--- src/rtl/nonpreemptive_priority_scheduler_defines.svh ---
// ----------------------------------------------------------------------------
// nonpreemptive_priority_scheduler_defines
// Assertion macros shared by the scheduler RTL.
// ----------------------------------------------------------------------------
`ifndef NONPREEMPTIVE_PRIORITY_SCHEDULER_DEFINES_SVH
`define NONPREEMPTIVE_PRIORITY_SCHEDULER_DEFINES_SVH

// Same-cycle implication, sampled on clk, off during reset.
`define NPS_ASSERT_NOW(lbl, ante, cons, msg) \
  lbl: assert property (@(posedge clk) disable iff (!rst_n) (ante) |-> (cons)) \
    else $error(msg);

// Next-cycle implication, sampled on clk, off during reset.
`define NPS_ASSERT_NEXT(lbl, ante, cons, msg) \
  lbl: assert property (@(posedge clk) disable iff (!rst_n) (ante) |=> (cons)) \
    else $error(msg);

`endif

--- src/rtl/nps_pkg.sv ---
// ----------------------------------------------------------------------------
// nps_pkg
// Field widths, job record type and helpers for the priority scheduler.
// ----------------------------------------------------------------------------
package nps_pkg;

  localparam int ARR_W  = 16;
  localparam int BUR_W  = 16;
  localparam int PRI_W  = 8;
  localparam int NUM_W  = 5;
  localparam int TIME_W = 21;
  localparam int SUM_W  = 25;

  localparam logic [TIME_W-1:0] TIME_MAX = '1;
  localparam logic [SUM_W-1:0]  SUM_MAX  = '1;

  typedef struct packed {
    logic [ARR_W-1:0] arrival;
    logic [BUR_W-1:0] burst;
    logic [PRI_W-1:0] prio;
  } job_rec_t;

  // Controls from the sequencer to the selection unit
  typedef struct packed {
    logic clear;   // start of a new scan
    logic sample;  // a record is on the read data bus
    logic skip;    // that record's job is already finished
  } pick_ctl_t;

  function automatic logic [TIME_W-1:0] sat_time(input logic [TIME_W:0] v);
    return v[TIME_W] ? TIME_MAX : v[TIME_W-1:0];
  endfunction

  function automatic logic [SUM_W-1:0] sat_sum(input logic [SUM_W:0] v);
    return v[SUM_W] ? SUM_MAX : v[SUM_W-1:0];
  endfunction

endpackage

--- src/rtl/nps_in_if.sv ---
// ----------------------------------------------------------------------------
// nps_in_if
// Job record channel: valid/ready handshake with the record fields.
// ----------------------------------------------------------------------------
interface nps_in_if
  import nps_pkg::*;
();
  logic             valid;
  logic             ready;
  logic [ARR_W-1:0] arrival_time;
  logic [BUR_W-1:0] burst_time;
  logic [PRI_W-1:0] priority_level;
  logic             last_entry;

  modport source (
    output valid, arrival_time, burst_time, priority_level, last_entry,
    input  ready
  );
  modport sink (
    input  valid, arrival_time, burst_time, priority_level, last_entry,
    output ready
  );
endinterface

--- src/rtl/nps_out_if.sv ---
// ----------------------------------------------------------------------------
// nps_out_if
// Completed job channel: valid/ready handshake with timing fields.
// ----------------------------------------------------------------------------
interface nps_out_if
  import nps_pkg::*;
();
  logic              valid;
  logic              ready;
  logic [NUM_W-1:0]  job_number;
  logic [TIME_W-1:0] start_time;
  logic [TIME_W-1:0] wait_time;
  logic [TIME_W-1:0] turnaround_time;
  logic [SUM_W-1:0]  total_wait;
  logic [SUM_W-1:0]  total_turnaround;
  logic              final_result;

  modport source (
    output valid, job_number, start_time, wait_time, turnaround_time,
           total_wait, total_turnaround, final_result,
    input  ready
  );
  modport sink (
    input  valid, job_number, start_time, wait_time, turnaround_time,
           total_wait, total_turnaround, final_result,
    output ready
  );
endinterface

--- src/rtl/nps_job_mem.sv ---
// ----------------------------------------------------------------------------
// nps_job_mem
// Job record store: one write port, one read port, registered read data.
// ----------------------------------------------------------------------------
module nps_job_mem
  import nps_pkg::*;
#(
  parameter int DEPTH = 16,
  parameter int AW    = 4
) (
  input  logic          clk,
  input  logic          wr_en,
  input  logic [AW-1:0] wr_addr,
  input  job_rec_t      wr_data,
  input  logic          rd_en,
  input  logic [AW-1:0] rd_addr,
  output job_rec_t      rd_data
);

  job_rec_t mem [DEPTH];
  job_rec_t rd_data_r;

  always_ff @(posedge clk) begin
    if (wr_en) begin
      mem[wr_addr] <= wr_data;
    end
  end

  always_ff @(posedge clk) begin
    if (rd_en) begin
      rd_data_r <= mem[rd_addr];
    end
  end

  assign rd_data = rd_data_r;

endmodule

--- src/rtl/nps_picker.sv ---
// ----------------------------------------------------------------------------
// nps_picker
// Running selection over the record stream of one scan: best ready job
// (priority, then arrival, then index) and earliest unfinished arrival.
// ----------------------------------------------------------------------------
module nps_picker
  import nps_pkg::*;
#(
  parameter int IDX_W = 4
) (
  input  logic              clk,
  input  logic              rst_n,
  input  pick_ctl_t         ctl,
  input  logic [TIME_W-1:0] clock_now,
  input  job_rec_t          rec,
  input  logic [IDX_W-1:0]  idx,
  output logic              found,
  output job_rec_t          best_rec,
  output logic [IDX_W-1:0]  best_idx,
  output logic [ARR_W-1:0]  earliest
);

  logic             found_r;
  job_rec_t         best_rec_r;
  logic [IDX_W-1:0] best_idx_r;
  logic [ARR_W-1:0] earliest_r;
  logic             ready_job;
  logic             better;
  logic             take;

  assign ready_job = TIME_W'(rec.arrival) <= clock_now;
  // Scan runs in index order, so equal keys keep the earlier index
  assign better = (rec.prio < best_rec_r.prio) ||
                  ((rec.prio == best_rec_r.prio) &&
                   (rec.arrival < best_rec_r.arrival));
  assign take = ctl.sample && !ctl.skip && ready_job && (!found_r || better);

  always_ff @(posedge clk) begin
    if (!rst_n) begin
      found_r <= 1'b0;
    end else if (ctl.clear) begin
      found_r <= 1'b0;
    end else if (take) begin
      found_r <= 1'b1;
    end
  end

  always_ff @(posedge clk) begin
    if (ctl.clear) begin
      earliest_r <= '1;
    end else if (ctl.sample && !ctl.skip && (rec.arrival < earliest_r)) begin
      earliest_r <= rec.arrival;
    end
    if (take) begin
      best_rec_r <= rec;
      best_idx_r <= idx;
    end
  end

  assign found    = found_r;
  assign best_rec = best_rec_r;
  assign best_idx = best_idx_r;
  assign earliest = earliest_r;

endmodule

--- src/rtl/nonpreemptive_priority_scheduler.sv ---
// ----------------------------------------------------------------------------
// nonpreemptive_priority_scheduler
// A job record is taken on each handshake while idle; the marked record starts the run.
// Each decision scans the record memory: one read per loaded job, one read per
//   cycle, then the registered read data drains into the picker and it decides.
// Each completed job takes a scan, the time calc and the emit; every idle gap
//   that forces a jump to the next arrival adds another scan.
// Reset (synchronous, rst_n low) empties the batch; the memory is not cleared.
// ----------------------------------------------------------------------------
`include "nonpreemptive_priority_scheduler_defines.svh"

module nonpreemptive_priority_scheduler
  import nps_pkg::*;
#(
  parameter int MAX_JOBS = 16
) (
  input  logic      clk,
  input  logic      rst_n,
  nps_in_if.sink    in_job,
  nps_out_if.source out_job
);

  localparam int IDX_W = (MAX_JOBS > 1) ? $clog2(MAX_JOBS) : 1;
  localparam int CNT_W = $clog2(MAX_JOBS + 1);

  // Sequencer states
  typedef enum logic [3:0] {
    ST_IDLE = 4'b0001,  // taking job records
    ST_SCAN = 4'b0010,  // streaming the records through the picker
    ST_CALC = 4'b0100,  // wait time and next clock for the chosen job
    ST_EMIT = 4'b1000   // hand the result to the output register
  } state_t;

  state_t            state_r;
  logic [CNT_W-1:0]  cnt_r;       // jobs loaded in this batch
  logic [CNT_W-1:0]  emitted_r;   // jobs completed so far
  logic [CNT_W-1:0]  scan_r;      // next read address of the scan
  logic [MAX_JOBS-1:0] done_r;    // finished-job flags
  logic [TIME_W-1:0] clock_r;     // schedule clock
  logic [SUM_W-1:0]  wsum_r;
  logic [SUM_W-1:0]  tsum_r;
  logic              rd_vld_r;    // read data valid
  logic [IDX_W-1:0]  rd_idx_r;    // index of the record on rd_data
  logic [TIME_W-1:0] wait_r;
  logic [TIME_W-1:0] cnext_r;     // clock after the chosen job runs

  // Output register
  logic              out_valid_r;
  logic [NUM_W-1:0]  out_num_r;
  logic [TIME_W-1:0] out_start_r;
  logic [TIME_W-1:0] out_wait_r;
  logic [TIME_W-1:0] out_tat_r;
  logic [SUM_W-1:0]  out_wsum_r;
  logic [SUM_W-1:0]  out_tsum_r;
  logic              out_final_r;

  logic              in_fire;
  logic              load_en;
  logic              rd_en;
  logic [IDX_W-1:0]  rd_addr;
  logic              scan_end;
  logic              emit;
  logic              last_job;
  logic [CNT_W-1:0]  emitted_inc;
  logic [IDX_W:0]    num_inc;
  logic [TIME_W-1:0] tat;
  logic [SUM_W-1:0]  wsum_n;
  logic [SUM_W-1:0]  tsum_n;
  job_rec_t          wr_rec;
  job_rec_t          rd_rec;

  pick_ctl_t         pk_ctl;
  logic              pk_found;
  job_rec_t          pk_rec;
  logic [IDX_W-1:0]  pk_idx;
  logic [ARR_W-1:0]  pk_earliest;

  // Records are taken only between schedules; a finished result may still
  // sit in the output register while the next batch loads.
  assign in_job.ready = (state_r == ST_IDLE);
  assign in_fire      = in_job.valid && in_job.ready;
  assign load_en      = in_fire && (cnt_r < CNT_W'(MAX_JOBS));  // full: drop record

  assign wr_rec.arrival = in_job.arrival_time;
  assign wr_rec.burst   = in_job.burst_time;
  assign wr_rec.prio    = in_job.priority_level;

  // One read per scan cycle, addresses 0..N-1
  assign rd_en   = (state_r == ST_SCAN) && (scan_r < cnt_r);
  assign rd_addr = scan_r[IDX_W-1:0];

  // Last record seen by the picker once the address ran out and the
  // read pipeline drained
  assign scan_end = (state_r == ST_SCAN) && (scan_r == cnt_r) && !rd_vld_r;

  assign emit        = (state_r == ST_EMIT) && (!out_valid_r || out_job.ready);
  assign emitted_inc = emitted_r + 1'b1;
  assign last_job    = (emitted_inc == cnt_r);
  assign num_inc     = {1'b0, pk_idx} + 1'b1;

  // Timing of the chosen job; all values saturate at their field width
  assign tat    = sat_time((TIME_W+1)'(wait_r) + (TIME_W+1)'(pk_rec.burst));
  assign wsum_n = sat_sum((SUM_W+1)'(wsum_r) + (SUM_W+1)'(wait_r));
  assign tsum_n = sat_sum((SUM_W+1)'(tsum_r) + (SUM_W+1)'(tat));

  // Picker restarts on every scan start
  assign pk_ctl.clear  = (in_fire && in_job.last_entry) ||
                         (scan_end && !pk_found) ||
                         (emit && !last_job);
  assign pk_ctl.sample = rd_vld_r;
  assign pk_ctl.skip   = done_r[rd_idx_r];

  nps_job_mem #(
    .DEPTH (MAX_JOBS),
    .AW    (IDX_W)
  ) u_mem (
    .clk     (clk),
    .wr_en   (load_en),
    .wr_addr (cnt_r[IDX_W-1:0]),
    .wr_data (wr_rec),
    .rd_en   (rd_en),
    .rd_addr (rd_addr),
    .rd_data (rd_rec)
  );

  nps_picker #(
    .IDX_W (IDX_W)
  ) u_picker (
    .clk       (clk),
    .rst_n     (rst_n),
    .ctl       (pk_ctl),
    .clock_now (clock_r),
    .rec       (rd_rec),
    .idx       (rd_idx_r),
    .found     (pk_found),
    .best_rec  (pk_rec),
    .best_idx  (pk_idx),
    .earliest  (pk_earliest)
  );

  // Control state
  always_ff @(posedge clk) begin
    if (!rst_n) begin
      state_r     <= ST_IDLE;
      cnt_r       <= '0;
      emitted_r   <= '0;
      scan_r      <= '0;
      done_r      <= '0;
      clock_r     <= '0;
      wsum_r      <= '0;
      tsum_r      <= '0;
      rd_vld_r    <= 1'b0;
      out_valid_r <= 1'b0;
    end else begin
      rd_vld_r <= rd_en;
      // A new result refills the register in the cycle the old one leaves
      if (emit) begin
        out_valid_r <= 1'b1;
      end else if (out_job.ready) begin
        out_valid_r <= 1'b0;
      end
      case (state_r)
        ST_IDLE: begin
          if (in_fire) begin
            if (load_en) begin
              cnt_r <= cnt_r + 1'b1;
            end
            if (in_job.last_entry) begin
              state_r <= ST_SCAN;
              scan_r  <= '0;
            end
          end
        end
        ST_SCAN: begin
          if (rd_en) begin
            scan_r <= scan_r + 1'b1;
          end
          if (scan_end) begin
            if (pk_found) begin
              state_r <= ST_CALC;
            end else begin
              // Nothing ready: jump to the earliest pending arrival and rescan
              clock_r <= TIME_W'(pk_earliest);
              scan_r  <= '0;
            end
          end
        end
        ST_CALC: begin
          state_r <= ST_EMIT;
        end
        ST_EMIT: begin
          if (emit) begin
            if (last_job) begin
              // Batch finished: back to the empty state
              state_r   <= ST_IDLE;
              cnt_r     <= '0;
              emitted_r <= '0;
              done_r    <= '0;
              clock_r   <= '0;
              wsum_r    <= '0;
              tsum_r    <= '0;
            end else begin
              state_r        <= ST_SCAN;
              scan_r         <= '0;
              emitted_r      <= emitted_inc;
              done_r[pk_idx] <= 1'b1;
              clock_r        <= cnext_r;
              wsum_r         <= wsum_n;
              tsum_r         <= tsum_n;
            end
          end
        end
        default: begin
          state_r <= ST_IDLE;
        end
      endcase
    end
  end

  // Datapath registers
  always_ff @(posedge clk) begin
    rd_idx_r <= rd_addr;
    if (state_r == ST_CALC) begin
      wait_r  <= clock_r - TIME_W'(pk_rec.arrival);
      cnext_r <= sat_time((TIME_W+1)'(clock_r) + (TIME_W+1)'(pk_rec.burst));
    end
    if (emit) begin
      out_num_r   <= NUM_W'(num_inc);
      out_start_r <= clock_r;
      out_wait_r  <= wait_r;
      out_tat_r   <= tat;
      out_wsum_r  <= wsum_n;
      out_tsum_r  <= tsum_n;
      out_final_r <= last_job;
    end
  end

  assign out_job.valid            = out_valid_r;
  assign out_job.job_number       = out_num_r;
  assign out_job.start_time       = out_start_r;
  assign out_job.wait_time        = out_wait_r;
  assign out_job.turnaround_time  = out_tat_r;
  assign out_job.total_wait       = out_wsum_r;
  assign out_job.total_turnaround = out_tsum_r;
  assign out_job.final_result     = out_final_r;

  // Checks
  `NPS_ASSERT_NOW(a_cnt_range, 1'b1, cnt_r <= CNT_W'(MAX_JOBS), "load count past capacity")
  `NPS_ASSERT_NOW(a_pick_open, state_r == ST_CALC, pk_found && !done_r[pk_idx], "picked done job")
  `NPS_ASSERT_NOW(a_done_cnt, 1'b1, $countones(done_r) == emitted_r, "done flags out of step")
  `NPS_ASSERT_NEXT(a_batch_end, emit && last_job, state_r == ST_IDLE && cnt_r == '0, "batch not cleared")

endmodule

--- src/flat_wrapper.sv ---
// flat-port wrapper written by rule: the top's interface ports become plain ports
module nonpreemptive_priority_scheduler_flat import nps_pkg::*;
#(
  parameter int MAX_JOBS = 16
)
  (clk, rst_n, in_job_valid, in_job_arrival_time, in_job_burst_time, in_job_priority_level, in_job_last_entry, in_job_ready, out_job_valid, out_job_job_number, out_job_start_time, out_job_wait_time, out_job_turnaround_time, out_job_total_wait, out_job_total_turnaround, out_job_final_result, out_job_ready);
  nps_in_if in_job_i ();
  nps_out_if out_job_i ();
  input  logic clk;
  input  logic rst_n;
  input wire logic [$bits(in_job_i.valid)-1:0] in_job_valid;
  input wire logic [$bits(in_job_i.arrival_time)-1:0] in_job_arrival_time;
  input wire logic [$bits(in_job_i.burst_time)-1:0] in_job_burst_time;
  input wire logic [$bits(in_job_i.priority_level)-1:0] in_job_priority_level;
  input wire logic [$bits(in_job_i.last_entry)-1:0] in_job_last_entry;
  output wire logic [$bits(in_job_i.ready)-1:0] in_job_ready;
  output wire logic [$bits(out_job_i.valid)-1:0] out_job_valid;
  output wire logic [$bits(out_job_i.job_number)-1:0] out_job_job_number;
  output wire logic [$bits(out_job_i.start_time)-1:0] out_job_start_time;
  output wire logic [$bits(out_job_i.wait_time)-1:0] out_job_wait_time;
  output wire logic [$bits(out_job_i.turnaround_time)-1:0] out_job_turnaround_time;
  output wire logic [$bits(out_job_i.total_wait)-1:0] out_job_total_wait;
  output wire logic [$bits(out_job_i.total_turnaround)-1:0] out_job_total_turnaround;
  output wire logic [$bits(out_job_i.final_result)-1:0] out_job_final_result;
  input wire logic [$bits(out_job_i.ready)-1:0] out_job_ready;
  assign in_job_i.valid = in_job_valid;
  assign in_job_i.arrival_time = in_job_arrival_time;
  assign in_job_i.burst_time = in_job_burst_time;
  assign in_job_i.priority_level = in_job_priority_level;
  assign in_job_i.last_entry = in_job_last_entry;
  assign in_job_ready = in_job_i.ready;
  assign out_job_valid = out_job_i.valid;
  assign out_job_job_number = out_job_i.job_number;
  assign out_job_start_time = out_job_i.start_time;
  assign out_job_wait_time = out_job_i.wait_time;
  assign out_job_turnaround_time = out_job_i.turnaround_time;
  assign out_job_total_wait = out_job_i.total_wait;
  assign out_job_total_turnaround = out_job_i.total_turnaround;
  assign out_job_final_result = out_job_i.final_result;
  assign out_job_i.ready = out_job_ready;
  nonpreemptive_priority_scheduler #(.MAX_JOBS(MAX_JOBS)) u_core (.clk(clk), .rst_n(rst_n), .in_job(in_job_i), .out_job(out_job_i));
endmodule
--- config.mk ---
export PLATFORM = sky130hd
export DESIGN_NAME = nonpreemptive_priority_scheduler_flat
export DESIGN_NICKNAME = d
export VERILOG_FILES = /design/src/rtl/nps_pkg.sv /design/src/rtl/nps_in_if.sv /design/src/rtl/nps_out_if.sv /design/src/rtl/nps_job_mem.sv /design/src/rtl/nps_picker.sv /design/src/rtl/nonpreemptive_priority_scheduler.sv /design/src/flat_wrapper.sv
export VERILOG_INCLUDE_DIRS = /design/src /design/src/rtl
export SDC_FILE = /design/constraint.sdc
export NUM_CORES = 1
export LEC_CHECK = 0
export ABC_AREA = 1
export BUFFER_PORTS_ARGS = -buffer_cell sky130_fd_sc_hd__clkbuf_2
export CAP_MARGIN = 40
export CORE_MARGIN = 3
export CORE_UTILIZATION = 44
export CTS_CLUSTER_DIAMETER = 80
export DETAILED_ROUTE_END_ITERATION = 6
export HOLD_SLACK_MARGIN = 0.06
export PLACE_DENSITY = 0.71
export SETUP_SLACK_MARGIN = 0.05
export SLEW_MARGIN = 20
export SYNTH_ARGS = -nofsm -noshare
export SYNTH_HDL_FRONTEND = slang
export SYNTH_SLANG_ARGS = --single-unit
export TNS_END_PERCENT = 100
--- constraint.sdc ---
create_clock -name clk -period 8.2 [get_ports clk]
set_input_delay 0 -clock clk [delete_from_list [all_inputs] [get_ports clk]]
set_output_delay 0 -clock clk [all_outputs]
set_load 0.02 [all_outputs]
# Word level (Yosys, flattened, before mapping)
# Memory sizes are Yosys's and may differ from the RTL's. A register that Yosys moved wholly into a read port is not among the register bits.
# Cells that the tools add are included.
# totals
regBits	334
ramBits	640
word_cells	138
memories	1
# classes
add_sub_neg	9
n_lt_le_gt_ge	9
n_eq_ne	16
mux	40
bitwise_logic	2
n_reduce_logical	35
# mem_list
name	depth	width	rd	rd_ports_with_merged_regs	write_ports	line	rtl
u_core.u_mem.mem	16	40	1	1	1	nps_job_mem.sv:20	job_rec_t mem [DEPTH];
# ops
op	count
$mux W21	5
$mux W25	4
$mux W5	12
$add A25 B21 Y26	2
$add A21 B16 Y22	2
$pmux W21 S2	1
$lt A16 B16 Y1	2
$le A16 B21 Y1	1
$sub A21 B16 Y21	1
$mux W4	5
$mux W16	1
$or A16 B16 Y16	1
$pmux W4 S4	1
$add A5 B1 Y5 const B	3
$logic_and A1 B1 Y1	15
$pmux W5 S3	1
$reduce_and A5 Y1	3
$ne A2 B2 Y1 const B	6
$eq A5 B5 Y1	2
$lt A4 B5 Y1 const B	2
$pmux W5 S2	1
$eq A8 B8 Y1	1
$lt A8 B8 Y1	1
$mux W1	6
20 further kinds	32

# Depth between registers and ports, before layout
# depth
word_depth	7
depth_mapped	27

# Cells and area by module
# Synthesis repeated with hierarchy kept, for this count alone.
# hier_totals
cells_unflattened	5171
hier_area_um2	48724.2
# modules_own_cells
mod	n_inst	cells_each	area_each_um2	seq_area_each_um2
nps_job_mem	1	2643	28691.3	20419.6
nonpreemptive_priority_scheduler	1	2156	16503.3	7076.8
nps_picker	1	372	3529.6	1661.6

# Worst setup path after synthesis
# Ideal clock, no wire load.
# synth_path
kind	flip-flop to flip-flop
start	reg u_core.state_r[0]
end	reg u_core.state_r[0]
setup_time_ps	120
arrival_time_ps	3867
t_required_ps	8080
setup_slack_ps	4214
path_stages_with_launch	7
n_path_buf	0
synth_period_minus_slack_ps	3986
cell_sequence	dfxtp_1 inv_2 nand2_2 nor3_1 nor4_1 o21bai_1 nand2_1
# synth_via
elab_chain_cells	5
word_cells_on_any_way	15
# synth_rtl
element	line	rtl
start: declaration	nonpreemptive_priority_scheduler.sv:34	state_t state_r;
start signal: assignment	nonpreemptive_priority_scheduler.sv:144	state_r <= ST_IDLE;
start signal: assignment	nonpreemptive_priority_scheduler.sv:169	state_r <= ST_SCAN;
start signal: assignment	nonpreemptive_priority_scheduler.sv:180	state_r <= ST_CALC;
$eq A4 B2 Y1	nonpreemptive_priority_scheduler.sv:94, nonpreemptive_priority_scheduler.sv:162	
$logic_and A1 B1 Y1 (2 in a row)	nonpreemptive_priority_scheduler.sv:94	assign scan_end = (state_r == ST_SCAN) && (scan_r == cnt_r) && !rd_vld_r;
$ne A2 B1 Y1 (no line)	-	
$reduce_and A5 Y1 (no line)	-	
# Several ways; a longest one is shown, not always the timed one.
# A chain may end at the register's enable or synchronous reset.

# Final worst setup path
# layout_path
start	reg u_core.wait_r[2]
end	reg u_core.tsum_r[2]
# layout_via
elab_chain_cells	5
# layout_rtl
element	line	rtl
start: declaration	nonpreemptive_priority_scheduler.sv:44	logic [TIME_W-1:0] wait_r;
start signal: assignment	nonpreemptive_priority_scheduler.sv:224	wait_r <= clock_r - TIME_W'(pk_rec.arrival);
$add A21 B16 Y22	nonpreemptive_priority_scheduler.sv:102	assign tat = sat_time((TIME_W+1)'(wait_r) + (TIME_W+1)'(pk_rec.burst));
$mux W21	nps_pkg.sv:31	return v[TIME_W] ? TIME_MAX : v[TIME_W-1:0];
via u_core.tat[16]	nonpreemptive_priority_scheduler.sv:66	logic [TIME_W-1:0] tat;
$add A25 B21 Y26	nonpreemptive_priority_scheduler.sv:104	assign tsum_n = sat_sum((SUM_W+1)'(tsum_r) + (SUM_W+1)'(tat));
$mux W25	nps_pkg.sv:35	return v[SUM_W] ? SUM_MAX : v[SUM_W-1:0];
via u_core.tsum_n[2]	nonpreemptive_priority_scheduler.sv:68	logic [SUM_W-1:0] tsum_n;
$mux W25	nonpreemptive_priority_scheduler.sv:193	if (last_job) begin
end signal: assignment	nonpreemptive_priority_scheduler.sv:209	tsum_r <= tsum_n;
end: declaration	nonpreemptive_priority_scheduler.sv:41	logic [SUM_W-1:0] tsum_r;
# The timed path passes the listed nets, and every way through them passes these cells.

==> impl_metrics.csv <==
group,metric,value,unit
critical_path,cpMostUsedCell,"nand2_1",
power_and_ir_drop,p_leak,19.4,nW
timing,tightest_slew,893,ps
routing,vias_per_cell,5.50,
floorplan,dieHeight,329,µm
floorplan,die_area,108000,µm²
cts,cts_resized,0,
floorplan,die_width,329,µm
placed_design,gp_congestion,0.943,
critical_path,cp_slowest_cell,"nand2_1",
floorplan,initial_core_util,44.8,%
routing,detail_route.iter0.violations,3025,
final_layout,drive_gt1_share,10.3,%
final_layout,layout_commonest_cell,"edfxtp_1",
final_layout,final_cells,5877,
critical_path,arrival,5470,ps
critical_path,cpLargestDelayFamily,"simple AND/OR/NAND/NOR gates",
synthesis,async_reset_ff_share,0,%
cts,cts_tree,"done",
cts,root_buffer,"clkbuf_16",
timing,worst_slack,3250,ps
synthesis,synth_top_area_share,57.9,%
power_and_ir_drop,power_density,227,nW/µm²
routing,topRoutingLayerUsed,"met5",
timing,setup_viol,0,
cts,clock_path_buffers,3,
critical_path,crit_chain,"ha_1, a21oi_1, nand2_1, a21boi_1, o21ai_1, a21oi_1, inv_1, nand2_1, nand3_1, ha_1, nand2_1, inv_1, nand2_1, nand2_1, inv_1, nand2_1, nand2_1, nand2_1, nor2_4, o21ai_0, nand2_1, a21oi_1",
routing,wl_met3,8.68,mm
synthesis,yosys_warnings,0,
critical_path,worstSetupStartpointType,"flip-flop",
synthesis,syn_nets,4429,
critical_path,critPathMaxStageDelay,570,ps
synthesis,synth_area_per_cell,10.9,µm²
floorplan,pin_count,166,
floorplan,coreArea,103000,µm²
routing,final_antenna_net_count,0,
critical_path,cp.buffers_inverters,3,
synthesis,synth_flop_cell,"edfxtp_1",
power_and_ir_drop,ir_worst_vdd,0.187,mV
routing,drt-met1-wl,49.3,mm
final_layout,mostFrequentLayoutCells,"885 x edfxtp_1, 831 x nand2_1, 509 x nor2_1",
cts,cts.clk_slew.worst_paths,60,ps
final_layout,syn_to_final_growth,14.1,%
timing,drv_slew,0,
timing,finalClockSkew,36.3,ps
critical_path,critical_path_class,"flip-flop to flip-flop",
placed_design,dp.cells,5627,
placed_design,hpwl,74.2,mm
critical_path,worstPathRequired,8710,ps
cts,cts.sinks,1014,
global_routing,grt_max_degree,120,
critical_path,crit_path_max_fanout,25,
final_layout,fin_util,51.0,%
cts,h-tree-depth,3,
critical_path,worstSetupEndpointType,"flip-flop",
synthesis,synth-edff-count,885,
synthesis,synth_area_leaders,"edfxtp_1 58%, nand2_1 6.8%, dfxtp_1 5.6%",
floorplan,rows,117,
status,status,"finished clean",
placed_design,io_buffer_count,165,
routing,num_vias,32300,
timing,finalCritPeriodShare,60.4,%
flow_run,drv_cap,0,
synthesis,synth-seq-cells,1014,
timing,period_minus_slack,4950,ps
final_layout,nets,4626,
synthesis,ys_seq_area_share,63.5,%
min_path,hold_class,"input port to flip-flop",
synthesis,yosysTopAreaCell,"edfxtp_1",
timing,rsz0062_at_grt,"no",
synthesis,netlist_area,45900,µm²
timing,timing.slew.headroom,40.5,%
global_routing,grt_pass1_wl,183,mm
cts,cts_setup_buffers,0,
timing,setup_tns,0,ps
synthesis,synthCells,4220,
global_routing,grt_pass1_vias,30800,
global_routing,antenna_found_initial,4,
routing,wl_met2,59.3,mm
timing,clock.fmax,0.202,GHz
routing,drt-pass1-iter-count,6,
synthesis,synth.distinct_cells,53,
routing,drc,0,
timing,finalHoldViolations,0,
placed_design,place_ws,3290,ps
cts,holdBufCountCts,44,
routing,avgRoutedWirePerCell,20.5,µm
routing,totalWireLength,121,mm
cts,cts_buffers,103,
global_routing,track_usage,22.0,%
global_routing,gr-total-overflow,0,
cts,insertion_delay,700,ps
[kinds of logic (layout without fill, tap and decap cells)]
family / Yosys count / count (layout) / synth area share [%]
AOI/OAI and AO/OA: 717 / 717 / 9.57
muxes: 62 / 62 / 1.35
and+or+nand+nor: 1678 / 1678 / 15.1
other: 0 / 2 / 0
DFF: 1014 / 1014 / 63.5
xor gates and xnor gates: 59 / 59 / 1.14
buffers and inverters: 526 / 813 / 4.75
adders and majority gates: 164 / 164 / 4.55
[synthesized netlist by cell type (6+ instances only)]
master,number
o32ai_1,98
buf_2,21
o21bai_1,8
a21oi_1,216
edfxtp_1,885
nand3b_1,8
nand2_1,831
or2_2,10
a21o_1,12
clkbuf_1,109
inv_1,345
nor3_1,20
nor4_1,9
nand3_1,216
buf_6,12
o21ai_1,8
a21oi_2,12
mux2i_1,62
buf_4,19
nor2_1,526
dfxtp_1,129
nand3_2,13
buf_1,6
o21ai_0,263
ha_1,159
xnor2_1,25
inv_2,11
nand4_1,26
xor2_1,33
o221ai_1,63
o211ai_1,23
[metrics by stage]
step	hold WS (ps)	instance area, µm²	total power [mW]
after floorplan	98.9	45900	6.71
after global placement	392	48000	7.07
after detailed placement	400	48200	7.10
after CTS	74.0	52200	11.9
after global routing	248	52400	12.3
final	243	52400	11.9
[routing by layer]
| metal | vias up | global-route usage, % |
|---|---|---|
| met5 | - | 0 |
| met3 | 214 | 3.16 |
| li1 | 15300 | - |
| met1 | 15500 | 29.0 |
| met4 | 4 | 7.13 |
| met2 | 1279 | 37.5 |
[registers in the layout, indices dropped and copies added (netlist names), 16 cells and up]
signal	flops
u_core.out_job.total_wait	25
u_core.out_job.start_time	21
u_core.clock_r	21
u_core.u_mem.rd_data	40
u_core.out_job.wait_time	21
u_core.out_job.turnaround_time	21
u_core.wsum_r	25
u_core.out_job.total_turnaround	25
u_core.u_picker.best_rec	40
u_core.u_mem.mem	640
u_core.cnext_r	21
u_core.done_r	16
u_core.wait_r	21
u_core.tsum_r	25
u_core.u_picker.earliest	16
[area by class of cell]
class | instances | area [µm²]
fillers | 8853 | 50200
multi-input cells | 2680 | 14700
flip-flops and latches | 1014 | 29200
well taps | 1368 | 1710
diodes | 2 | 5.00
clock buffers | 123 | 2710
clock inverters | 72 | 823
inverters | 358 | 1360
repair buffers | 260 | 1890
[worst paths after layout]
kind                                          startpoint  cells past startpoint  slack, ps                      endpoint
worst max-delay path                    u_core.wait_r[2]                     22       3250              u_core.tsum_r[2]
worst min-delay path            in_job_priority_level[4]                      2        240        u_core.u_mem.mem[2][4]
worst max register to register          u_core.wait_r[2]                     22       3250              u_core.tsum_r[2]
worst min register to register  u_core.u_mem.rd_data[21]                      0        420  u_core.u_picker.best_rec[21]
[report_power, final]
part           switching, mW  total (mW)  internal, mW
Clock                   2.02        4.83          2.81
Sequential             0.119        5.92          5.80
Combinational          0.754        1.12         0.368
Total                   2.89        11.9          8.98
[worst reg2reg max path: cells and delay by family (launching register included)]
| kind | cells | cell delay [ps] |
|---|---|---|
| compound gates | 6 | 1200 |
| buf+inv | 3 | 180 |
| fa+ha+maj | 2 | 800 |
| simple gates | 11 | 2160 |
| flops | 1 | 440 |
(Power assumes the default switching activity.)
